`config.mk`:
```
export PLATFORM = sky130hd
export DESIGN_NAME = triangle_tangent_basis_core_flat
export DESIGN_NICKNAME = d
export VERILOG_FILES = /design/src/hw/rtl/ttb_pkg.sv /design/src/hw/rtl/ttb_if.sv /design/src/hw/rtl/triangle_tangent_basis_core.sv /design/src/flat_wrapper.sv
export SDC_FILE = /design/constraint.sdc
export NUM_CORES = 2
export LEC_CHECK = 0
export BUFFER_PORTS_ARGS = -buffer_cell sky130_fd_sc_hd__buf_2
export CORE_MARGIN = 4
export CORE_UTILIZATION = 37
export CTS_BUF_LIST = sky130_fd_sc_hd__clkbuf_4
export DETAILED_ROUTE_END_ITERATION = 6
export PLACE_DENSITY = 0.56
export SYNTH_ARGS = -nofsm -noshare
export SYNTH_HDL_FRONTEND = slang
export SYNTH_SLANG_ARGS = --single-unit
```
`constraint.sdc`:
```
create_clock -name clk_i -period 8.3 [get_ports clk_i]
set_input_delay 1.245 -clock clk_i [delete_from_list [all_inputs] [get_ports clk_i]]
set_output_delay 1.245 -clock clk_i [all_outputs]
set_load 0.01 [all_outputs]
```
`src/hw/rtl/ttb_pkg.sv`:
```
// ----------------------------------------------------------------------------
// ttb_pkg
// Shared constants and sequencer states of the triangle tangent basis core.
// ----------------------------------------------------------------------------
`default_nettype none

package ttb_pkg;

  localparam int unsigned TTB_COORD_WIDTH = 32;
  localparam int unsigned TTB_FRAC_BITS   = 16;

  typedef enum logic [3:0] {
    ST_IDLE,
    ST_LOAD,
    ST_MUL,
    ST_DETCHK,
    ST_DLOAD,
    ST_DIV,
    ST_DSTORE,
    ST_DONE
  } ttb_state_e;

endpackage

`default_nettype wire

```
`src/hw/rtl/ttb_if.sv`:
```
// ----------------------------------------------------------------------------
// ttb_vtx_if / ttb_res_if
// Valid/ready channels for vertex items and tangent basis result items.
// ----------------------------------------------------------------------------
`default_nettype none

interface ttb_vtx_if import ttb_pkg::*; #(
  parameter int unsigned COORD_WIDTH = TTB_COORD_WIDTH
);
  logic                          valid;
  logic                          ready;
  logic signed [COORD_WIDTH-1:0] pos_x;
  logic signed [COORD_WIDTH-1:0] pos_y;
  logic signed [COORD_WIDTH-1:0] pos_z;
  logic signed [COORD_WIDTH-1:0] tex_u;
  logic signed [COORD_WIDTH-1:0] tex_v;

  modport source (output valid, pos_x, pos_y, pos_z, tex_u, tex_v, input ready);
  modport sink   (input valid, pos_x, pos_y, pos_z, tex_u, tex_v, output ready);
endinterface

interface ttb_res_if import ttb_pkg::*; #(
  parameter int unsigned COORD_WIDTH = TTB_COORD_WIDTH
);
  logic                          valid;
  logic                          ready;
  logic signed [COORD_WIDTH-1:0] tangent_x;
  logic signed [COORD_WIDTH-1:0] tangent_y;
  logic signed [COORD_WIDTH-1:0] tangent_z;
  logic signed [COORD_WIDTH-1:0] bitangent_x;
  logic signed [COORD_WIDTH-1:0] bitangent_y;
  logic signed [COORD_WIDTH-1:0] bitangent_z;
  logic                          degenerate;

  modport source (output valid, tangent_x, tangent_y, tangent_z, bitangent_x,
                  bitangent_y, bitangent_z, degenerate, input ready);
  modport sink   (input valid, tangent_x, tangent_y, tangent_z, bitangent_x,
                  bitangent_y, bitangent_z, degenerate, output ready);
endinterface

`default_nettype wire

```
`src/hw/rtl/triangle_tangent_basis_core.sv`:
```
// ----------------------------------------------------------------------------
// triangle_tangent_basis_core
// Per-triangle tangent and bitangent from three vertices, bit-serial
// shift-add multiplier and restoring divider.
// ----------------------------------------------------------------------------
//  channel | dir | item                                   | handshake
//  vtx_i   | in  | pos_x/y/z, tex_u/v                     | valid/ready
//  res_o   | out | tangent_x/y/z, bitangent_x/y/z, degen. | valid/ready
//
//  First two vertices of a triangle: stored while idle, no result.
//  Third vertex: with D = COORD_WIDTH+1, A = 2*D+1, the determinant and six
//  quotients are computed on D-bit differences and an A-bit accumulator by
//  the one-bit-per-cycle multiplier and divider; degenerate ones skip division.
//  Reset clears the vertex phase and the handshake; held vertices are
//  undefined until written. A stalled result holds off the third vertex of
//  the next triangle until it is taken.
// ----------------------------------------------------------------------------
`default_nettype none

module triangle_tangent_basis_core import ttb_pkg::*; #(
  parameter int unsigned COORD_WIDTH = TTB_COORD_WIDTH,
  parameter int unsigned FRAC_BITS   = TTB_FRAC_BITS
) (
  input  wire      clk_i,
  input  wire      rst_ni,
  ttb_vtx_if.sink   vtx_i,
  ttb_res_if.source res_o
);

  localparam int unsigned CW   = COORD_WIDTH;
  localparam int unsigned DW   = CW + 1;
  localparam int unsigned AW   = 2 * DW + 1;
  localparam int unsigned NSTP = AW + FRAC_BITS;
  localparam int unsigned CNTW = $clog2(NSTP + 1);

  ttb_state_e state_q, state_d;

  logic [1:0]      phase_q;
  logic [CW-1:0]   hp_q [6];
  logic [CW-1:0]   ht_q [4];
  logic [DW-1:0]   dp1_q [3];
  logic [DW-1:0]   dp2_q [3];
  logic [DW-1:0]   du1_q, dv1_q, du2_q, dv2_q;
  logic [2:0]      op_q;
  logic            term_q;
  logic [CNTW-1:0] cnt_q;
  logic [AW-1:0]   acc_q, mcand_q, den_q, num_q, rem_q;
  logic [DW-1:0]   mplier_q;
  logic            mneg_q, dneg_q, qneg_q, ovf_q, deg_q;
  logic [CW-1:0]   quo_q;
  logic [CW-1:0]   res_q [6];
  logic            ov_q;

  logic          in_acc, out_free, mul_last, div_last, acc_zero;
  logic [1:0]    sel_k;
  logic [DW-1:0] a0, b0, a1, b1, opa, opb, mag_a, mag_b;
  logic [AW-1:0] acc_mag;
  logic [AW:0]   rem2, den_x;
  logic          ge;
  logic [CW-1:0] limit, qm, qres;
  logic          big;

  assign in_acc   = vtx_i.valid & vtx_i.ready;
  assign out_free = ~ov_q | res_o.ready;
  assign mul_last = cnt_q == CNTW'(DW - 1);
  assign div_last = cnt_q == CNTW'(NSTP - 1);
  assign acc_zero = acc_q == '0;
  assign acc_mag  = acc_q[AW-1] ? -acc_q : acc_q;

  // operand pairs: term 0 adds a0*b0, term 1 subtracts a1*b1
  assign sel_k = (op_q >= 3'd4) ? 2'(op_q - 3'd4) : 2'(op_q - 3'd1);
  always_comb begin
    if (op_q == 3'd0) begin
      a0 = du1_q; b0 = dv2_q; a1 = dv1_q; b1 = du2_q;
    end else if (op_q < 3'd4) begin
      a0 = dp1_q[sel_k]; b0 = dv2_q; a1 = dp2_q[sel_k]; b1 = dv1_q;
    end else begin
      a0 = dp2_q[sel_k]; b0 = du1_q; a1 = dp1_q[sel_k]; b1 = du2_q;
    end
  end
  assign opa   = term_q ? a1 : a0;
  assign opb   = term_q ? b1 : b0;
  assign mag_a = opa[DW-1] ? -opa : opa;
  assign mag_b = opb[DW-1] ? -opb : opb;

  assign rem2  = {rem_q, num_q[AW-1]};
  assign den_x = {1'b0, den_q};
  assign ge    = rem2 >= den_x;

  assign limit = qneg_q ? {1'b1, {(CW-1){1'b0}}} : {1'b0, {(CW-1){1'b1}}};
  assign big   = ovf_q | (quo_q[CW-1] & (~qneg_q | (|quo_q[CW-2:0])));
  assign qm    = big ? limit : quo_q;
  assign qres  = qneg_q ? -qm : qm;

  // next state
  always_comb begin
    state_d = state_q;
    unique case (state_q)
      ST_IDLE:   if (in_acc && phase_q == 2'd2) state_d = ST_LOAD;
      ST_LOAD:   state_d = ST_MUL;
      ST_MUL: begin
        if (mul_last) begin
          if (!term_q)           state_d = ST_LOAD;
          else if (op_q == 3'd0) state_d = ST_DETCHK;
          else                   state_d = ST_DLOAD;
        end
      end
      ST_DETCHK: state_d = acc_zero ? ST_DONE : ST_LOAD;
      ST_DLOAD:  state_d = ST_DIV;
      ST_DIV:    if (div_last) state_d = ST_DSTORE;
      ST_DSTORE: state_d = (op_q == 3'd6) ? ST_DONE : ST_LOAD;
      ST_DONE:   if (out_free) state_d = ST_IDLE;
      default:   state_d = ST_IDLE;
    endcase
  end

  // outputs
  always_comb begin
    vtx_i.ready       = (state_q == ST_IDLE) && !(ov_q && phase_q == 2'd2);
    res_o.valid       = ov_q;
    res_o.tangent_x   = res_q[0];
    res_o.tangent_y   = res_q[1];
    res_o.tangent_z   = res_q[2];
    res_o.bitangent_x = res_q[3];
    res_o.bitangent_y = res_q[4];
    res_o.bitangent_z = res_q[5];
    res_o.degenerate  = deg_q;
  end

  always_ff @(posedge clk_i or negedge rst_ni) begin
    if (!rst_ni) begin
      state_q <= ST_IDLE;
      phase_q <= 2'd0;
      ov_q    <= 1'b0;
    end else begin
      state_q <= state_d;
      if (in_acc) phase_q <= (phase_q == 2'd1) ? 2'd2 : (phase_q == 2'd2) ? 2'd0 : 2'd1;
      if (state_q == ST_DONE && out_free) ov_q <= 1'b1;
      else if (res_o.ready)               ov_q <= 1'b0;
    end
  end

  always_ff @(posedge clk_i) begin
    unique case (state_q)
      ST_IDLE: begin
        if (in_acc) begin
          if (phase_q == 2'd1) begin
            hp_q[3] <= vtx_i.pos_x; hp_q[4] <= vtx_i.pos_y; hp_q[5] <= vtx_i.pos_z;
            ht_q[2] <= vtx_i.tex_u; ht_q[3] <= vtx_i.tex_v;
          end else if (phase_q == 2'd2) begin
            for (int k = 0; k < 3; k++) begin
              dp1_q[k] <= {hp_q[3+k][CW-1], hp_q[3+k]} - {hp_q[k][CW-1], hp_q[k]};
            end
            dp2_q[0] <= {vtx_i.pos_x[CW-1], vtx_i.pos_x} - {hp_q[0][CW-1], hp_q[0]};
            dp2_q[1] <= {vtx_i.pos_y[CW-1], vtx_i.pos_y} - {hp_q[1][CW-1], hp_q[1]};
            dp2_q[2] <= {vtx_i.pos_z[CW-1], vtx_i.pos_z} - {hp_q[2][CW-1], hp_q[2]};
            du1_q    <= {ht_q[2][CW-1], ht_q[2]} - {ht_q[0][CW-1], ht_q[0]};
            dv1_q    <= {ht_q[3][CW-1], ht_q[3]} - {ht_q[1][CW-1], ht_q[1]};
            du2_q    <= {vtx_i.tex_u[CW-1], vtx_i.tex_u} - {ht_q[0][CW-1], ht_q[0]};
            dv2_q    <= {vtx_i.tex_v[CW-1], vtx_i.tex_v} - {ht_q[1][CW-1], ht_q[1]};
            op_q     <= 3'd0;
            term_q   <= 1'b0;
            acc_q    <= '0;
            deg_q    <= 1'b0;
          end else begin
            hp_q[0] <= vtx_i.pos_x; hp_q[1] <= vtx_i.pos_y; hp_q[2] <= vtx_i.pos_z;
            ht_q[0] <= vtx_i.tex_u; ht_q[1] <= vtx_i.tex_v;
          end
        end
      end
      ST_LOAD: begin
        mcand_q  <= AW'(mag_a);
        mplier_q <= mag_b;
        mneg_q   <= opa[DW-1] ^ opb[DW-1] ^ term_q;
        cnt_q    <= '0;
      end
      ST_MUL: begin
        if (mplier_q[0]) acc_q <= mneg_q ? acc_q - mcand_q : acc_q + mcand_q;
        mcand_q  <= {mcand_q[AW-2:0], 1'b0};
        mplier_q <= {1'b0, mplier_q[DW-1:1]};
        cnt_q    <= cnt_q + 1'b1;
        if (mul_last && !term_q) term_q <= 1'b1;
      end
      ST_DETCHK: begin
        if (acc_zero) begin
          deg_q <= 1'b1;
          for (int k = 0; k < 6; k++) res_q[k] <= '0;
        end
        den_q  <= acc_mag;
        dneg_q <= acc_q[AW-1];
        op_q   <= 3'd1;
        term_q <= 1'b0;
        acc_q  <= '0;
      end
      ST_DLOAD: begin
        num_q  <= acc_mag;
        qneg_q <= acc_q[AW-1] ^ dneg_q;
        rem_q  <= '0;
        quo_q  <= '0;
        ovf_q  <= 1'b0;
        cnt_q  <= '0;
      end
      ST_DIV: begin
        rem_q <= ge ? AW'(rem2 - den_x) : AW'(rem2);
        num_q <= {num_q[AW-2:0], 1'b0};
        quo_q <= {quo_q[CW-2:0], ge};
        ovf_q <= ovf_q | quo_q[CW-1];
        cnt_q <= cnt_q + 1'b1;
      end
      ST_DSTORE: begin
        res_q[3'(op_q - 3'd1)] <= qres;
        op_q   <= op_q + 3'd1;
        term_q <= 1'b0;
        acc_q  <= '0;
      end
      ST_DONE: ;
      default: ;
    endcase
  end

endmodule

`default_nettype wire

```
`src/flat_wrapper.sv`:
```
// flat-port wrapper written by rule: the top's interface ports become plain ports
module triangle_tangent_basis_core_flat import ttb_pkg::*;
#(
  parameter int unsigned COORD_WIDTH = TTB_COORD_WIDTH,
  parameter int unsigned FRAC_BITS   = TTB_FRAC_BITS
)
  (clk_i, rst_ni, vtx_i_valid, vtx_i_pos_x, vtx_i_pos_y, vtx_i_pos_z, vtx_i_tex_u, vtx_i_tex_v, vtx_i_ready, res_o_valid, res_o_tangent_x, res_o_tangent_y, res_o_tangent_z, res_o_bitangent_x, res_o_bitangent_y, res_o_bitangent_z, res_o_degenerate, res_o_ready);
  ttb_vtx_if #(.COORD_WIDTH(COORD_WIDTH)) vtx_i_i ();
  ttb_res_if #(.COORD_WIDTH(COORD_WIDTH)) res_o_i ();
  input  wire clk_i;
  input  wire rst_ni;
  input wire logic [$bits(vtx_i_i.valid)-1:0] vtx_i_valid;
  input wire logic [$bits(vtx_i_i.pos_x)-1:0] vtx_i_pos_x;
  input wire logic [$bits(vtx_i_i.pos_y)-1:0] vtx_i_pos_y;
  input wire logic [$bits(vtx_i_i.pos_z)-1:0] vtx_i_pos_z;
  input wire logic [$bits(vtx_i_i.tex_u)-1:0] vtx_i_tex_u;
  input wire logic [$bits(vtx_i_i.tex_v)-1:0] vtx_i_tex_v;
  output wire logic [$bits(vtx_i_i.ready)-1:0] vtx_i_ready;
  output wire logic [$bits(res_o_i.valid)-1:0] res_o_valid;
  output wire logic [$bits(res_o_i.tangent_x)-1:0] res_o_tangent_x;
  output wire logic [$bits(res_o_i.tangent_y)-1:0] res_o_tangent_y;
  output wire logic [$bits(res_o_i.tangent_z)-1:0] res_o_tangent_z;
  output wire logic [$bits(res_o_i.bitangent_x)-1:0] res_o_bitangent_x;
  output wire logic [$bits(res_o_i.bitangent_y)-1:0] res_o_bitangent_y;
  output wire logic [$bits(res_o_i.bitangent_z)-1:0] res_o_bitangent_z;
  output wire logic [$bits(res_o_i.degenerate)-1:0] res_o_degenerate;
  input wire logic [$bits(res_o_i.ready)-1:0] res_o_ready;
  assign vtx_i_i.valid = vtx_i_valid;
  assign vtx_i_i.pos_x = vtx_i_pos_x;
  assign vtx_i_i.pos_y = vtx_i_pos_y;
  assign vtx_i_i.pos_z = vtx_i_pos_z;
  assign vtx_i_i.tex_u = vtx_i_tex_u;
  assign vtx_i_i.tex_v = vtx_i_tex_v;
  assign vtx_i_ready = vtx_i_i.ready;
  assign res_o_valid = res_o_i.valid;
  assign res_o_tangent_x = res_o_i.tangent_x;
  assign res_o_tangent_y = res_o_i.tangent_y;
  assign res_o_tangent_z = res_o_i.tangent_z;
  assign res_o_bitangent_x = res_o_i.bitangent_x;
  assign res_o_bitangent_y = res_o_i.bitangent_y;
  assign res_o_bitangent_z = res_o_i.bitangent_z;
  assign res_o_degenerate = res_o_i.degenerate;
  assign res_o_i.ready = res_o_ready;
  triangle_tangent_basis_core #(.COORD_WIDTH(COORD_WIDTH), .FRAC_BITS(FRAC_BITS)) u_core (.clk_i(clk_i), .rst_ni(rst_ni), .vtx_i(vtx_i_i), .res_o(res_o_i));
endmodule
```
# After elaboration in Yosys (flattened, before gate mapping)
# Memory sizes are Yosys's and may differ from the RTL's.
# Cells that the tools add are included.
# op_classes
addsub	21
n_lt_le_gt_ge	3
n_eq_ne	22
muxes	92
n_bitwise	12
reduce_logical	33
# op_table
op	n
$mux 67	7
$pmux 67 s2	3
$mux 33	12
$sub 32x32->33	10
$mux 32	9
$pmux 67 s3	1
$reduce_or 32->1	6
$sub 67x67->67	2
$ge 68x67->1	1
$add 67x67->67	1
$logic_not 67->1	1
$neg 67->67	1
$neg 33->33	2
$pmux 33 s2	1
$pmux 32 s2	1
$mux 1	33
$neg 32->32	1
$pmux 4 s8	1
$reduce_or 31->1	1
$mux 3	10
$mux 4	5
$eq 4x3->1 const B	4
$ne 2x1->1 const B	8
$reduce_and 5->1	3
31 further kinds	59
# word_totals
ff_bits	555
ram_bits	710
inputBits	164
output_inout_bits	195
word_cells	210
mem_count	5
# memory_table
name	words	word_bits	read_ports	rd_clocked_by_memory_dff	wr	line_no	rtl
u_core.hp_q	6	32	6	0	3	triangle_tangent_basis_core.sv:39	logic [CW-1:0] hp_q [6];
u_core.res_q	6	32	6	0	6	triangle_tangent_basis_core.sv:51	logic [CW-1:0] res_q [6];
u_core.ht_q	4	32	4	0	2	triangle_tangent_basis_core.sv:40	logic [CW-1:0] ht_q [4];
u_core.dp1_q	3	33	1	0	3	triangle_tangent_basis_core.sv:41	logic [DW-1:0] dp1_q [3];
u_core.dp2_q	3	33	1	0	3	triangle_tangent_basis_core.sv:42	logic [DW-1:0] dp2_q [3];

# Logic depth before layout (Yosys ltp)
# logic_depth
word_depth	10
depth_mapped	27
ltp_nobuf	21

# Worst setup path after synthesis
# No wires, ideal clock.
# synth_path
path_type	register -> register
from	register u_core.state_q[2]
to	register u_core.qneg_q, enable pin
setup_time_ns	0.313
arrival_ns	6.126
required_ns	7.987
slack_ns	1.861
path_stages_with_launch	6
path_buffers	3
synth_period_minus_slack_ns	6.439
cell_sequence	dfrtp_1 -> clkbuf_1 -> nor2b_1 -> clkbuf_1 -> clkbuf_1 -> and2_1
# synth_between
elab_chain_cells	1
# synth_lines
element	line_no	rtl
start: declaration	triangle_tangent_basis_core.sv:36	ttb_state_e state_q, state_d;
start signal: assignment	triangle_tangent_basis_core.sv:136	state_q <= state_d;
$eq 4x3->1	triangle_tangent_basis_core.sv:144	unique case (state_q)
end signal: assignment	triangle_tangent_basis_core.sv:197	qneg_q <= acc_q[AW-1] ^ dneg_q;
end: declaration	triangle_tangent_basis_core.sv:49	logic mneg_q, dneg_q, qneg_q, ovf_q, deg_q;
# No other way between the ends.
# A chain may end at the register's enable or synchronous reset.

# Worst setup path after layout
# layout_path
from	register u_core.op_q[1]
to	register u_core.mcand_q[24], data pin
# layout_between
elab_chain_cells	9
elab_cells_between_ends	16
classes_between	3 x add/sub; 2 x order compare; 8 x mux; 1 x reduce/logical; 2 x memory
# layout_lines
element	line_no	rtl
start: declaration	triangle_tangent_basis_core.sv:44	logic [2:0] op_q;
start signal: assignment	triangle_tangent_basis_core.sv:212	op_q <= op_q + 3'd1;
$sub 3x1->3, or another cell as far along	triangle_tangent_basis_core.sv:71	assign sel_k = (op_q >= 3'd4) ? 2'(op_q - 3'd4) : 2'(op_q - 3'd1);
$mux 2	triangle_tangent_basis_core.sv:71	
$mem_v2 3x33, on equally long branches	-	
$mux 33	triangle_tangent_basis_core.sv:75	end else if (op_q < 3'd4) begin
$mux 33	triangle_tangent_basis_core.sv:73	if (op_q == 3'd0) begin
$mux 33 (*)	triangle_tangent_basis_core.sv:81	assign opa = term_q ? a1 : a0;
$neg 33->33	triangle_tangent_basis_core.sv:83	assign mag_a = opa[DW-1] ? -opa : opa;
$mux 33 (*)	triangle_tangent_basis_core.sv:83	
$pmux 67 s2 (*)	triangle_tangent_basis_core.sv:144	
end signal: assignment	triangle_tangent_basis_core.sv:172	mcand_q <= AW'(mag_a);
end signal: assignment	triangle_tangent_basis_core.sv:179	mcand_q <= {mcand_q[AW-2:0], 1'b0};
end: declaration	triangle_tangent_basis_core.sv:47	logic [AW-1:0] acc_q, mcand_q, den_q, num_q, rem_q;
# Mark *: on every way between the ends. The rest lies on a longest branch, timed or not.

==> flow_summary.ini <==
[placement]
numPortBuffers = 358
dp_worst_setup_slack_ns = 2.411
placed_area_um2 = 81350
last_weighted_congestion_value_of_the_routability_driven_placer = 0.9516
dp.cells = 10242
place.detailed.hpwl_um = 175300

[global_routing]
grt_pass1_wl_um = 353200
grt_util_all_layers_pct = 21.10
first_global_vias = 57663
grt_start_max_net_pins = 164
grt_antenna_before_repair = 13
globalRouteOverflowTotal = 0

[worst_setup_path]
r2r_cells = 12
critical-path-slowest-cell = sky130_fd_sc_hd__or4b_1
crit_fanout = 14
cp.arrival_ns = 6.96
path_delay_family = simple AND/OR/NAND/NOR gates
r2r-start = u_core.op_q[1]$_DFFE_PP_
rrSetupSlack_ns = 2.29
cp-end-kind = flop
setup.worst_path.start_class = flop
timing.critical_path.buf_inv = 1
critical_path_cell_by_cell = clkinv_1 -> ha_1 -> ha_1 -> nor2b_1 -> nand2_1 -> o311ai_2 -> o221ai_2 -> or4_1 -> or4b_1 -> o41ai_2 -> xor2_1 -> a21oi_1
criticalPathCategory = flop to flop
worstReg2RegEnd = u_core.mcand_q[24]$_DFFE_PP_
timing.critical_path.required_ns = 9.25
cp_slowest_stage_delay_ns = 0.84
critical-path-top-cell-by-count = sky130_fd_sc_hd__ha_1

[sta]
final-hold-violation-count = 0
whs_ns = 0.1771
slew-limit-headroom_pct = 17.71
finClkSkew_ns = 0.1664
min_period_over_period_pct = 72.44
finalMaxSlewViolations = 0
final.min_clock_period_ns = 6.013
setup_tns_ns = 0
setup-violations-final = 0
rsz0062_at_grt = no
worst_slew_pin_slew_ns = 1.219
max_clock_freq_ghz = 0.1663
final_critical_path_setup_slack_ns = 2.287

[synth]
mappedNetlistNets = 8048
synth-seq-cells = 1264
postSynth.topFlopCell = sky130_fd_sc_hd__edfxtp_1
synthesis.area_um2 = 76680
ys.warnings.count = 0
synthesized_instance_count = 7404
synth_enable_flop_cells = 1258
synth_seq_area_share_pct = 49.46
ys_types = 92
avgSynthCellArea_um2 = 10.36
async_reset_ff_share_pct = 0.4747

[cells_and_area]
layout.nets = 8656
finish.cell_count_without_fillers = 10961
fin_area_um2 = 86770
area.growth.synth_to_final_pct = 13.16
layout.cells.most_common = sky130_fd_sc_hd__edfxtp_1
final_layout_size_suffix_gt1_share_pct = 13.75
layout_common_cells = 1258 x sky130_fd_sc_hd__edfxtp_1, 794 x sky130_fd_sc_hd__nor2_1, 566 x sky130_fd_sc_hd__nand2_1, 556 x sky130_fd_sc_hd__a21oi_1, 527 x sky130_fd_sc_hd__clkbuf_4

[min_path]
hold_depth = 1
hp-start = vtx_i_tex_v[25]
whs_endpoint = u_core.ht_q[3][25]$_DFFE_PP_
hold_path_class = primary input to flop

[floorplan]
rows = 166
initial_util_pct = 37.33
fp.coreArea_um2 = 205400
die_height_um = 463.2
die_span_x_um = 463.2
area_of_the_die_um2 = 214600
design.portCount = 359

[routing]
vias_per_cell = 5.431
antenna_left = 0
drt_first_pass_iters = 5
initialDrtViolationCount = 4397
detail_route.drc_violations = 0
vias = 59526
routed_wirelength_um = 234200
routed_wire_length_per_instance_um = 21.37

[power_and_ir_drop]
power.density_nw_per_um2 = 152.2
maximum_vdd_ir_drop_mv = 0.1246
power.leakage_nw = 33.14

[status]
status = complete, no violations

[clock_tree]
clock_insertion_delay_worst_skew_ns = 1.37
cts_tree = yes
root_buf_cell = sky130_fd_sc_hd__clkbuf_4
clk_path_buf_depth = 4
clock-sinks = 1264
cts-htree-levels = 5
clkTransAtPathRegs_ns = 0.07
cts.repair.resized = 0
numCtsBuffers = 364

[flow_run]
drv.max_cap_violation_count = 0
worst max-delay path by stage:
stage	startpoint	endpoint	slack (ns)	depth (start not counted)
after detailed placement	u_core.op_q[2]$_DFFE_PP_	u_core.mcand_q[26]$_DFFE_PP_	2.41	12
after global routing	u_core.op_q[1]$_DFFE_PP_	u_core.mcand_q[22]$_DFFE_PP_	1.99	14
final	u_core.op_q[1]$_DFFE_PP_	u_core.mcand_q[24]$_DFFE_PP_	2.29	12
after CTS	u_core.op_q[1]$_DFFE_PP_	u_core.mcand_q[18]$_DFFE_PP_	2.38	16
after global placement	u_core.op_q[2]$_DFFE_PP_	u_core.mcand_q[26]$_DFFE_PP_	2.53	12
after floorplan	u_core.state_q[2]$_DFFE_PN0P_	u_core.qneg_q$_DFFE_PP_	1.86	5
flip-flops by register name, summed over array words and instances, names as in the netlist, 2 cells and up:
name / cells
u_core.acc_q: 67
u_core.cnt_q: 7
u_core.den_q: 67
u_core.dp1_q: 99
u_core.dp2_q: 99
u_core.du1_q: 33
u_core.du2_q: 33
u_core.dv1_q: 33
u_core.dv2_q: 33
u_core.hp_q: 192
u_core.ht_q: 128
u_core.mcand_q: 67
u_core.mplier_q: 33
u_core.num_q: 67
u_core.op_q: 3
u_core.phase_q: 2
u_core.quo_q: 32
u_core.rem_q: 67
u_core.res_q: 192
u_core.state_q: 3
layer usage:
metal	part of all wire [%]	GRT usage, %	up-vias
met1	45	28.53	28674
met5	0.0056	0	-
li1	-	-	28828
met4	3.2	7.171	2
met2	47	34.40	1626
met3	4.8	3.407	396
layout make-up:
type	count	area, um2
Inverter	449	1695
Tap cell	2688	3363
Fill cell	19833	118600
Timing Repair Buffer	518	3248
Clock buffer	527	3956
Multi-Input combinational cell	5415	36040
Antenna cell	10	25.02
Sequential cell	1264	37930
Clock inverter	90	521.8
where the power goes:
group	leakage, nW	internal (mW)	switching [mW]
Combinational	19.0	0.198	0.260
Sequential	11.4	6.96	0.0000000000000000196
Clock	2.69	3.08	2.71
Total	33.1	10.2	2.97
cell usage after synthesis, types with 12 or more instances:
cell type / number / area share, %
sky130_fd_sc_hd__nor2_1: 798 / 3.9
sky130_fd_sc_hd__and4_1: 16 / 0.18
sky130_fd_sc_hd__or3_1: 70 / 0.57
sky130_fd_sc_hd__a31o_2: 16 / 0.18
sky130_fd_sc_hd__a22oi_1: 13 / 0.13
sky130_fd_sc_hd__buf_2: 24 / 0.16
sky130_fd_sc_hd__edfxtp_1: 1258 / 49
sky130_fd_sc_hd__o2111ai_1: 15 / 0.17
sky130_fd_sc_hd__and2_1: 45 / 0.37
sky130_fd_sc_hd__or2_2: 29 / 0.24
sky130_fd_sc_hd__a2111oi_0: 13 / 0.15
sky130_fd_sc_hd__nand4_1: 70 / 0.57
sky130_fd_sc_hd__clkbuf_1: 220 / 1.1
sky130_fd_sc_hd__nand2_1: 568 / 2.8
sky130_fd_sc_hd__or4_1: 34 / 0.33
sky130_fd_sc_hd__o31a_1: 23 / 0.26
sky130_fd_sc_hd__a211oi_1: 98 / 0.96
sky130_fd_sc_hd__o21bai_1: 58 / 0.57
sky130_fd_sc_hd__a221oi_1: 23 / 0.26
sky130_fd_sc_hd__xnor2_1: 400 / 4.6
sky130_fd_sc_hd__o41ai_1: 22 / 0.25
sky130_fd_sc_hd__inv_1: 446 / 2.2
sky130_fd_sc_hd__xor2_1: 158 / 1.8
sky130_fd_sc_hd__a31oi_1: 91 / 0.74
sky130_fd_sc_hd__nor4_1: 42 / 0.34
sky130_fd_sc_hd__buf_1: 21 / 0.10
sky130_fd_sc_hd__mux2_2: 61 / 0.90
sky130_fd_sc_hd__fa_1: 12 / 0.31
sky130_fd_sc_hd__o22ai_1: 39 / 0.32
sky130_fd_sc_hd__a211o_1: 19 / 0.22
sky130_fd_sc_hd__nor3_1: 133 / 0.87
sky130_fd_sc_hd__nor2b_1: 99 / 0.81
sky130_fd_sc_hd__o21a_1: 114 / 1.1
sky130_fd_sc_hd__nand3_1: 145 / 0.95
sky130_fd_sc_hd__ha_1: 468 / 7.6
sky130_fd_sc_hd__o211ai_1: 60 / 0.59
sky130_fd_sc_hd__a21oi_1: 556 / 3.6
sky130_fd_sc_hd__mux2i_1: 86 / 1.1
sky130_fd_sc_hd__a21boi_0: 36 / 0.35
sky130_fd_sc_hd__a21o_1: 174 / 1.7
sky130_fd_sc_hd__and3_1: 130 / 1.1
sky130_fd_sc_hd__o21ai_1: 13 / 0.085
sky130_fd_sc_hd__o31ai_1: 53 / 0.52
sky130_fd_sc_hd__nand2b_1: 63 / 0.51
sky130_fd_sc_hd__o21ai_0: 372 / 2.4
kinds of logic after synthesis:
logic type      synth area share, %
fa+ha+maj                     7.950
mux                           2.298
compound gates                16.25
buf+inv                       3.662
simple gates                  13.97
flops                         49.46
xor+xnor                      6.410
metrics by stage:
| step | util [%] | power, mW |
|---|---|---|
| 3_5_place_dp | 39.60 | 7.519 |
| 5_1_grt | 42.24 | 13.83 |
| 2_1_floorplan | - | 7.355 |
| 3_3_place_gp | 39.60 | 7.513 |
| 4_1_cts | 42.23 | 13.43 |
| 6_report | 42.24 | 13.20 |
repair_timing:
item | 4_1_cts | 5_1_grt
endpoints found under the hold margin | 176 | 0
hold buffers | 92 | 0
setup buffers | 0 | 0
(Power assumes the default switching activity.)
